==> src/hdl/coe_hvp_pkg.sv <==
package coe_hvp_pkg;

    // Longest token kept, in hex digits
    localparam int TOKEN_MAX_DIGITS_DEF = 255;

    localparam int KW_LEN  = 28;
    localparam int WIN_LEN = KW_LEN - 1;
    localparam logic [8*KW_LEN-1:0] KEYWORD_STR = {"memory_", "initialization_", "vector"};

    // Final status codes
    localparam logic [1:0] ST_OK         = 2'd0;
    localparam logic [1:0] ST_ODD_TOKEN  = 2'd1;
    localparam logic [1:0] ST_NO_DATA    = 2'd2;
    localparam logic [1:0] ST_KW_MISSING = 2'd3;

    typedef struct packed {
        logic        is_status;
        logic [7:0]  out_byte;
        logic [1:0]  status_code;
        logic [31:0] byte_total;
        logic        last_result;
    } result_t;

    // Keyword character i, counted from the first character
    function automatic logic [7:0] kw_char(input int i);
        kw_char = KEYWORD_STR[8*(KW_LEN-1-i) +: 8];
    endfunction

    // Lower-case fold for A..Z
    function automatic logic [7:0] fold_char(input logic [7:0] c);
        fold_char = (c >= 8'h41 && c <= 8'h5a) ? (c | 8'h20) : c;
    endfunction

    function automatic logic is_hex(input logic [7:0] c);
        is_hex = (c >= 8'h30 && c <= 8'h39) || (c >= 8'h61 && c <= 8'h66)
              || (c >= 8'h41 && c <= 8'h46);
    endfunction

    function automatic logic [3:0] hex_val(input logic [7:0] c);
        logic [7:0] t;
        t = 8'h00;
        if (c >= 8'h30 && c <= 8'h39) begin
            t = c - 8'h30;
        end else if (c >= 8'h61 && c <= 8'h66) begin
            t = c - 8'h57;
        end else if (c >= 8'h41 && c <= 8'h46) begin
            t = c - 8'h37;
        end
        hex_val = t[3:0];
    endfunction

endpackage

==> src/hdl/coe_hex_vector_parser.sv <==
// Each result is written into the registered result queue and presented on m_* from there.
// Throughput: one character per cycle; the input stalls only when the 4-entry
// result queue has fewer than two free slots (an end_of_file character can
// push a data byte and the status in the same cycle).
// Reset (aresetn low, synchronous): raw_mode = 0, parser back to keyword
// search, result queue emptied; queue payload is not cleared.
module coe_hex_vector_parser #(
    parameter int TOKEN_MAX_DIGITS = coe_hvp_pkg::TOKEN_MAX_DIGITS_DEF
) (
    input  logic        aclk,
    input  logic        aresetn,
    // configuration
    input  logic        cfg_we,
    input  logic        cfg_wdata,
    // character stream
    input  logic        s_valid,
    output logic        s_ready,
    input  logic [7:0]  s_in_char,
    input  logic        s_end_of_file,
    // results
    output logic        m_valid,
    input  logic        m_ready,
    output logic        m_is_status,
    output logic [7:0]  m_out_byte,
    output logic [1:0]  m_status_code,
    output logic [31:0] m_byte_total,
    output logic        m_last_result
);

    localparam int DC_W    = $clog2(TOKEN_MAX_DIGITS + 1);
    localparam int Q_DEPTH = 4;
    localparam int Q_AW    = 2;
    localparam int Q_CW    = 3;

    typedef enum logic [1:0] {
        PH_SEARCH,
        PH_PARSE,
        PH_DONE,
        PH_NOKW
    } phase_t;

    // ---------------- parser state ----------------
    phase_t         phase_reg, phase_next;
    logic [7:0]     window_reg [coe_hvp_pkg::WIN_LEN];   // folded, oldest first
    logic [7:0]     window_next [coe_hvp_pkg::WIN_LEN];
    logic [DC_W-1:0] dc_reg, dc_next;
    logic [3:0]     nibble_reg, nibble_next;
    logic [31:0]    bytes_reg, bytes_next;
    logic           err_reg, err_next;
    logic           open_reg, open_next;
    logic           raw_reg;

    // ---------------- result queue ----------------
    coe_hvp_pkg::result_t q_reg [Q_DEPTH];
    logic [Q_AW-1:0] wr_ptr_reg, rd_ptr_reg;
    logic [Q_CW-1:0] q_cnt_reg;

    logic                 accept, pop;
    logic                 push_data, push_stat;
    coe_hvp_pkg::result_t data_res, stat_res;

    assign accept  = s_valid && s_ready;
    assign pop     = m_valid && m_ready;
    assign s_ready = (q_cnt_reg <= Q_CW'(Q_DEPTH - 2));
    assign m_valid = (q_cnt_reg != '0);

    // Per-character step: all of it is one pass of combinational logic
    always_comb begin
        logic [7:0] fc;
        logic       match;
        logic       hex;
        logic [1:0] code;
        fc          = coe_hvp_pkg::fold_char(s_in_char);
        hex         = coe_hvp_pkg::is_hex(s_in_char);
        match       = (fc == coe_hvp_pkg::kw_char(coe_hvp_pkg::KW_LEN - 1));
        code        = coe_hvp_pkg::ST_OK;
        phase_next  = phase_reg;
        window_next = window_reg;
        dc_next     = dc_reg;
        nibble_next = nibble_reg;
        bytes_next  = bytes_reg;
        err_next    = err_reg;
        open_next   = open_reg;
        push_data   = 1'b0;
        push_stat   = 1'b0;
        data_res    = '0;
        stat_res    = '0;

        for (int i = 0; i < coe_hvp_pkg::WIN_LEN; i++) begin
            if (window_reg[i] != coe_hvp_pkg::kw_char(i)) begin
                match = 1'b0;
            end
        end

        if (accept) begin
            open_next = 1'b1;
            case (phase_reg)
                PH_SEARCH: begin
                    if (s_in_char == 8'h00) begin
                        phase_next = PH_NOKW;
                    end else begin
                        for (int i = 0; i < coe_hvp_pkg::WIN_LEN - 1; i++) begin
                            window_next[i] = window_reg[i+1];
                        end
                        window_next[coe_hvp_pkg::WIN_LEN-1] = fc;
                        if (match) begin
                            phase_next = PH_PARSE;
                        end
                    end
                end
                PH_PARSE: begin
                    if (s_in_char == 8'h00 || !hex) begin
                        // token ends here
                        if (dc_reg[0]) begin
                            err_next = 1'b1;
                        end
                        if (dc_reg[0] || s_in_char == 8'h00) begin
                            phase_next = PH_DONE;
                        end
                        dc_next = '0;
                    end else if (dc_reg < DC_W'(TOKEN_MAX_DIGITS)) begin
                        dc_next = dc_reg + 1'b1;
                        if (!dc_reg[0]) begin
                            nibble_next = coe_hvp_pkg::hex_val(s_in_char);
                        end else begin
                            push_data          = 1'b1;
                            data_res.out_byte  = {nibble_reg, coe_hvp_pkg::hex_val(s_in_char)};
                            if (bytes_reg != 32'hffff_ffff) begin
                                bytes_next = bytes_reg + 32'd1;
                            end
                        end
                    end
                end
                default: begin
                end
            endcase

            if (s_end_of_file) begin
                // pending token of a file cut off mid-parse
                if (phase_next == PH_PARSE && dc_next[0]) begin
                    err_next = 1'b1;
                end
                if (err_next) begin
                    code = coe_hvp_pkg::ST_ODD_TOKEN;
                end else if (phase_next == PH_SEARCH || phase_next == PH_NOKW) begin
                    code = coe_hvp_pkg::ST_KW_MISSING;
                end else if (bytes_next == 32'd0) begin
                    code = coe_hvp_pkg::ST_NO_DATA;
                end
                push_stat            = 1'b1;
                stat_res.is_status   = 1'b1;
                stat_res.status_code = code;
                stat_res.byte_total  = bytes_next;
                stat_res.last_result = 1'b1;
                // re-arm for the next file
                phase_next = raw_reg ? PH_PARSE : PH_SEARCH;
                for (int i = 0; i < coe_hvp_pkg::WIN_LEN; i++) begin
                    window_next[i] = 8'h00;
                end
                dc_next     = '0;
                nibble_next = 4'h0;
                bytes_next  = 32'd0;
                err_next    = 1'b0;
                open_next   = 1'b0;
            end
        end

        // mode applies at once only between files
        if (cfg_we && !open_reg) begin
            phase_next = cfg_wdata ? PH_PARSE : PH_SEARCH;
        end
    end

    always_ff @(posedge aclk) begin
        if (!aresetn) begin
            phase_reg  <= PH_SEARCH;
            for (int i = 0; i < coe_hvp_pkg::WIN_LEN; i++) begin
                window_reg[i] <= 8'h00;
            end
            dc_reg     <= '0;
            nibble_reg <= 4'h0;
            bytes_reg  <= 32'd0;
            err_reg    <= 1'b0;
            open_reg   <= 1'b0;
            raw_reg    <= 1'b0;
        end else begin
            phase_reg  <= phase_next;
            window_reg <= window_next;
            dc_reg     <= dc_next;
            nibble_reg <= nibble_next;
            bytes_reg  <= bytes_next;
            err_reg    <= err_next;
            open_reg   <= open_next;
            if (cfg_we) begin
                raw_reg <= cfg_wdata;
            end
        end
    end

    // ---------------- result queue ----------------
    always_ff @(posedge aclk) begin
        if (push_data) begin
            q_reg[wr_ptr_reg] <= data_res;
        end
        if (push_stat) begin
            q_reg[push_data ? wr_ptr_reg + 1'b1 : wr_ptr_reg] <= stat_res;
        end
    end

    always_ff @(posedge aclk) begin
        if (!aresetn) begin
            wr_ptr_reg <= '0;
            rd_ptr_reg <= '0;
            q_cnt_reg  <= '0;
        end else begin
            wr_ptr_reg <= wr_ptr_reg + Q_AW'(push_data) + Q_AW'(push_stat);
            if (pop) begin
                rd_ptr_reg <= rd_ptr_reg + 1'b1;
            end
            q_cnt_reg <= q_cnt_reg + Q_CW'(push_data) + Q_CW'(push_stat) - Q_CW'(pop);
        end
    end

    assign m_is_status   = q_reg[rd_ptr_reg].is_status;
    assign m_out_byte    = q_reg[rd_ptr_reg].out_byte;
    assign m_status_code = q_reg[rd_ptr_reg].status_code;
    assign m_byte_total  = q_reg[rd_ptr_reg].byte_total;
    assign m_last_result = q_reg[rd_ptr_reg].last_result;

    // ---------------- assertions ----------------
    a_q_bound: assert property (@(posedge aclk) disable iff (!aresetn)
        q_cnt_reg <= Q_CW'(Q_DEPTH))
        else $error("result queue overflow");

    a_data_only_parsing: assert property (@(posedge aclk) disable iff (!aresetn)
        push_data |-> phase_reg == PH_PARSE)
        else $error("data byte outside parse phase");

    a_status_fields: assert property (@(posedge aclk) disable iff (!aresetn)
        m_valid |-> (m_last_result == m_is_status)
                 && (m_is_status ? (m_out_byte == 8'h00)
                                 : (m_byte_total == 32'd0
                                    && m_status_code == coe_hvp_pkg::ST_OK)))
        else $error("result fields inconsistent with result kind");

    a_eof_rearm: assert property (@(posedge aclk) disable iff (!aresetn)
        accept && s_end_of_file |=> !open_reg && dc_reg == '0 && bytes_reg == 32'd0)
        else $error("parser not re-armed after end of file");

endmodule

==> config.mk <==
export PLATFORM = sky130hd
export DESIGN_NAME = coe_hex_vector_parser
export DESIGN_NICKNAME = d
export VERILOG_FILES = /design/src/hdl/coe_hvp_pkg.sv /design/src/hdl/coe_hex_vector_parser.sv
export SDC_FILE = /design/constraint.sdc
export NUM_CORES = 1
export LEC_CHECK = 0
export ABC_AREA = 1
export BUFFER_PORTS_ARGS = -buffer_cell sky130_fd_sc_hd__buf_2
export CAP_MARGIN = 5
export CORE_MARGIN = 2
export CORE_UTILIZATION = 54
export CTS_CLUSTER_DIAMETER = 80
export DETAILED_ROUTE_END_ITERATION = 8
export PLACE_DENSITY = 0.73
export RECOVER_POWER = 100
export SETUP_SLACK_MARGIN = 0.02
export SLEW_MARGIN = 20
export SYNTH_ARGS = -nofsm -noshare
export SYNTH_HDL_FRONTEND = slang
export SYNTH_SLANG_ARGS = --single-unit
==> constraint.sdc <==
create_clock -name aclk -period 3.2 [get_ports aclk]
set_input_delay 0 -clock aclk [delete_from_list [all_inputs] [get_ports aclk]]
set_output_delay 0 -clock aclk [all_outputs]
set_load 0.02 [all_outputs]
==> impl_metrics.tcl <==
set metrics [dict create \
    crit_path_end "q_cnt_reg[2]$_SDFF_PN0_" \
    globalplace.congestion 0.9485 \
    ys_types 43 \
    drv_cap 0 \
    path_class "in -> reg" \
    setup_violations 0 \
    placed_cell_area_um2 20420 \
    grt_pass1_vias 15915 \
    antenna_found_initial 3 \
    drt_iter0_drc 1377 \
    die_w_um 194.7 \
    synth-main-ff-cell "dfxtp_1" \
    rsz0062_at_grt "false" \
    tns_ns 0 \
    seq_area_um2 10330 \
    grt_max_degree 99 \
    cp.depth 19 \
    slowest_delay_ns 0.53 \
    crit_family "adder cells" \
    p_switching_mw 4.191 \
    vias 16904 \
    critical_path.max_fanout 6 \
    p_int_mw 9.919 \
    largest_reg_flops 216 \
    path_cells "dlygate4sd3_1 -> clkbuf_2 -> inv_2 -> ha_2 -> inv_1 -> nand3_1 -> nand2_1 -> nor2_4 -> nand3_4 -> nor2_4 -> inv_2 -> nor3_4 -> inv_2 -> ha_1 -> inv_1 -> fa_1 -> fa_1 -> xor2_1 -> nor2_1" \
    layout_commonest_cell "nand2_1" \
    most-common-layout-cells "nand2_1, nor2_1, dfxtp_1" \
    post_drt_wl_per_cell_um 15.61 \
    fmax_mhz 335.5 \
    async_reset_ff_share_pct 0 \
    ant_nets 0 \
    io_buffers 60 \
    p_per_area_nw_per_um2 640.1 \
    cp_slowest_cell "dlygate4sd3_1" \
    row_count 69 \
    required_ns 3.62 \
    cts_made_buffers 47 \
    syn_to_final_growth_pct 12.22 \
    clk_latency_ns 0.56 \
    yosysSeqAreaShare_pct 52.59 \
    via_per_inst 5.492 \
    cts_root_buf "clkbuf_16" \
    cp.buffers_inverters 7 \
    dpl.hpwl_um 30000 \
    r2r_end "window_reg[47]$_SDFFE_PN0P_" \
    skew_ns 0.01132 \
    dieArea_um2 37910 \
    start_util_pct 55.09 \
    htreeDepth 2 \
    synth-edff-count 140 \
    cts.path.max_buffers 3 \
    hold_viol_final 0 \
    status "completed" \
    clk_pin_slew_worst_paths_ns 0.06 \
    grt_first_pass_wirelength_um 78960 \
    p_clk_share_pct 39.2 \
    synth-warning-count 0 \
    syn_inst 2554 \
    drc 0 \
    start_kind "input pin" \
    arrival_ns 3.40 \
    syn_avg_cell_area_um2 7.690 \
    die_height_um 194.7 \
    period_needed_ns 2.980 \
    synth_largest_area_cell "dfxtp_1" \
    syn_area_um2 19640 \
    cts_tree "built" \
    reg2regPathDepth 10 \
    overflow 0 \
    power.share.sequential_pct 42.7 \
    reg2reg_setup_slack_ns 0.27 \
    dr.pass1.iters 6 \
    rr_startpoint "q_cnt_reg[2]$_SDFF_PN0_" \
    drive_above_1_share_pct 6.422 \
    max-vdd-ir-drop_v 0.0004006 \
    crit_path_frequent_cell "inv_2" \
    swShare_pct 29.70 \
    synth_top_area_share_pct 31.19 \
    critPathLaunch "s_in_char[0]" \
    ios 61 \
    finalMaxSlewViolations 0 \
    hold_class "in -> reg" \
    max_slew_margin_pct 41.26 \
    pwr-share-comb_pct 18.1 \
    clock_sinks 446 \
    multi_input_area_um2 7974 \
    core_area_um2 35660 \
    leakage_nw 7.614 \
    nets 2614 \
    end_kind "register" \
    ys_seq_elements 446 \
    tightest_slew_ns 0.8811 \
    period_share_pct 93.14 \
    syn-num-nets 2587 \
    whs_path_depth 7 \
    grtUsageTotal_pct 25.17 \
    synth_area_leaders "dfxtp_1, edfxtp_1, nand2_1, a21oi_1, nor2_1" \
    routed_wl_um 48030 \
    fin_area_um2 22040 \
    fillers 3133 \
]
-- cell families after synthesis --
kind of cell               Yosys count  synth area share, %
buffers and inverters              340                6.874
and+or+nand+nor                   1278                26.69
DFF                                446                52.59
AOI/OAI and AO/OA                  468                12.40
xor gates and xnor gates             4               0.1783
adders and majority gates           18                1.261
-- routing by layer --
layer	wire length (µm)	track usage, %	vias to the layer above
met5	19	0	-
met4	1424	8.604	4
met3	3312	4.008	94
met2	22900	43.02	548
met1	20380	32.54	7883
li1	-	-	8375
-- through the flow --
stage,setup slack [ns],total power [mW],instances,utilization [%],hold slack [ns]
after floorplan,0.05439,7.895,2554,-,0.09441
after global placement,0.3065,8.719,2975,57.28,0.2090
after detailed placement,0.2017,8.756,2975,57.28,0.2240
after CTS,0.1896,14.25,3073,62.05,0.1058
after global routing,0.01797,14.65,3077,61.81,0.1537
final,0.2195,14.11,3078,61.82,0.1157
-- what timing repair did --
item / CTS / global route
setup buffers: 0 / 4
resized for setup: 0 / 7
setup endpoints to repair: 0 / 13
hold buffers: 14 / 0
endpoints found under the hold margin: 30 / 0
-- how the worst min path moves through the flow --
stage | startpoint | slack, ns | end
after CTS | s_valid | 0.11 | q_reg[2][42]$_SDFFE_PP0P_
after global placement | cfg_we | 0.21 | raw_reg$_SDFFE_PN0P_
after detailed placement | cfg_we | 0.22 | raw_reg$_SDFFE_PN0P_
final | s_valid | 0.12 | q_reg[2][42]$_SDFFE_PP0P_
after global routing | s_valid | 0.15 | q_reg[2][42]$_SDFFE_PP0P_
after floorplan | cfg_we | 0.09 | raw_reg$_SDFFE_PN0P_
-- power groups by stage --
stage | logic [mW] | clock network (mW) | registers [mW]
after global routing | 2.76 | 5.84 | 6.04
after detailed placement | 2.61 | 0 | 6.15
after global placement | 2.57 | 0 | 6.14
final | 2.55 | 5.53 | 6.03
after floorplan | 1.76 | 0 | 6.14
after CTS | 2.63 | 5.60 | 6.03
-- cells in the mapped netlist (3+ instances only) --
cell type,n
nand2_1,761
nor2_1,327
dfxtp_1,306
a21oi_1,285
inv_1,184
edfxtp_1,140
o21ai_0,118
clkbuf_1,96
nand3_1,68
nand4_1,45
o22ai_1,43
buf_2,36
nor3_1,33
ha_1,15
inv_2,14
nor4_1,14
nor2_2,6
a211oi_1,5
a31oi_1,5
nor2_4,5
o21ai_1,5
nor3b_1,4
o21bai_1,4
xor2_1,4
buf_1,3
buf_6,3
fa_1,3
nand3_2,3
-- final cells by class --
class | instances | share of cell area [%]
Clock inverter | 15 | 1.096
Clock buffer | 69 | 5.989
Inverter | 201 | 3.457
Tap cell | 461 | 2.617
Sequential cell | 446 | 46.87
Multi-Input combinational cell | 1768 | 36.18
Antenna cell | 1 | 0.01135
Timing Repair Buffer | 117 | 3.786
-- worst register-to-register path, stage by stage, from the launching register on --
cell and delay (ns):
dfxtp_1 0.34, inv_1 0.06, ha_1 0.17, or2_1 0.28, nand2_1 0.25, buf_4 0.37
inv_1 0.22, a31oi_2 0.53, buf_12 0.35, nand2_1 0.14, a21oi_1 0.16
Note: power is estimated with default switching activity, not from simulation.
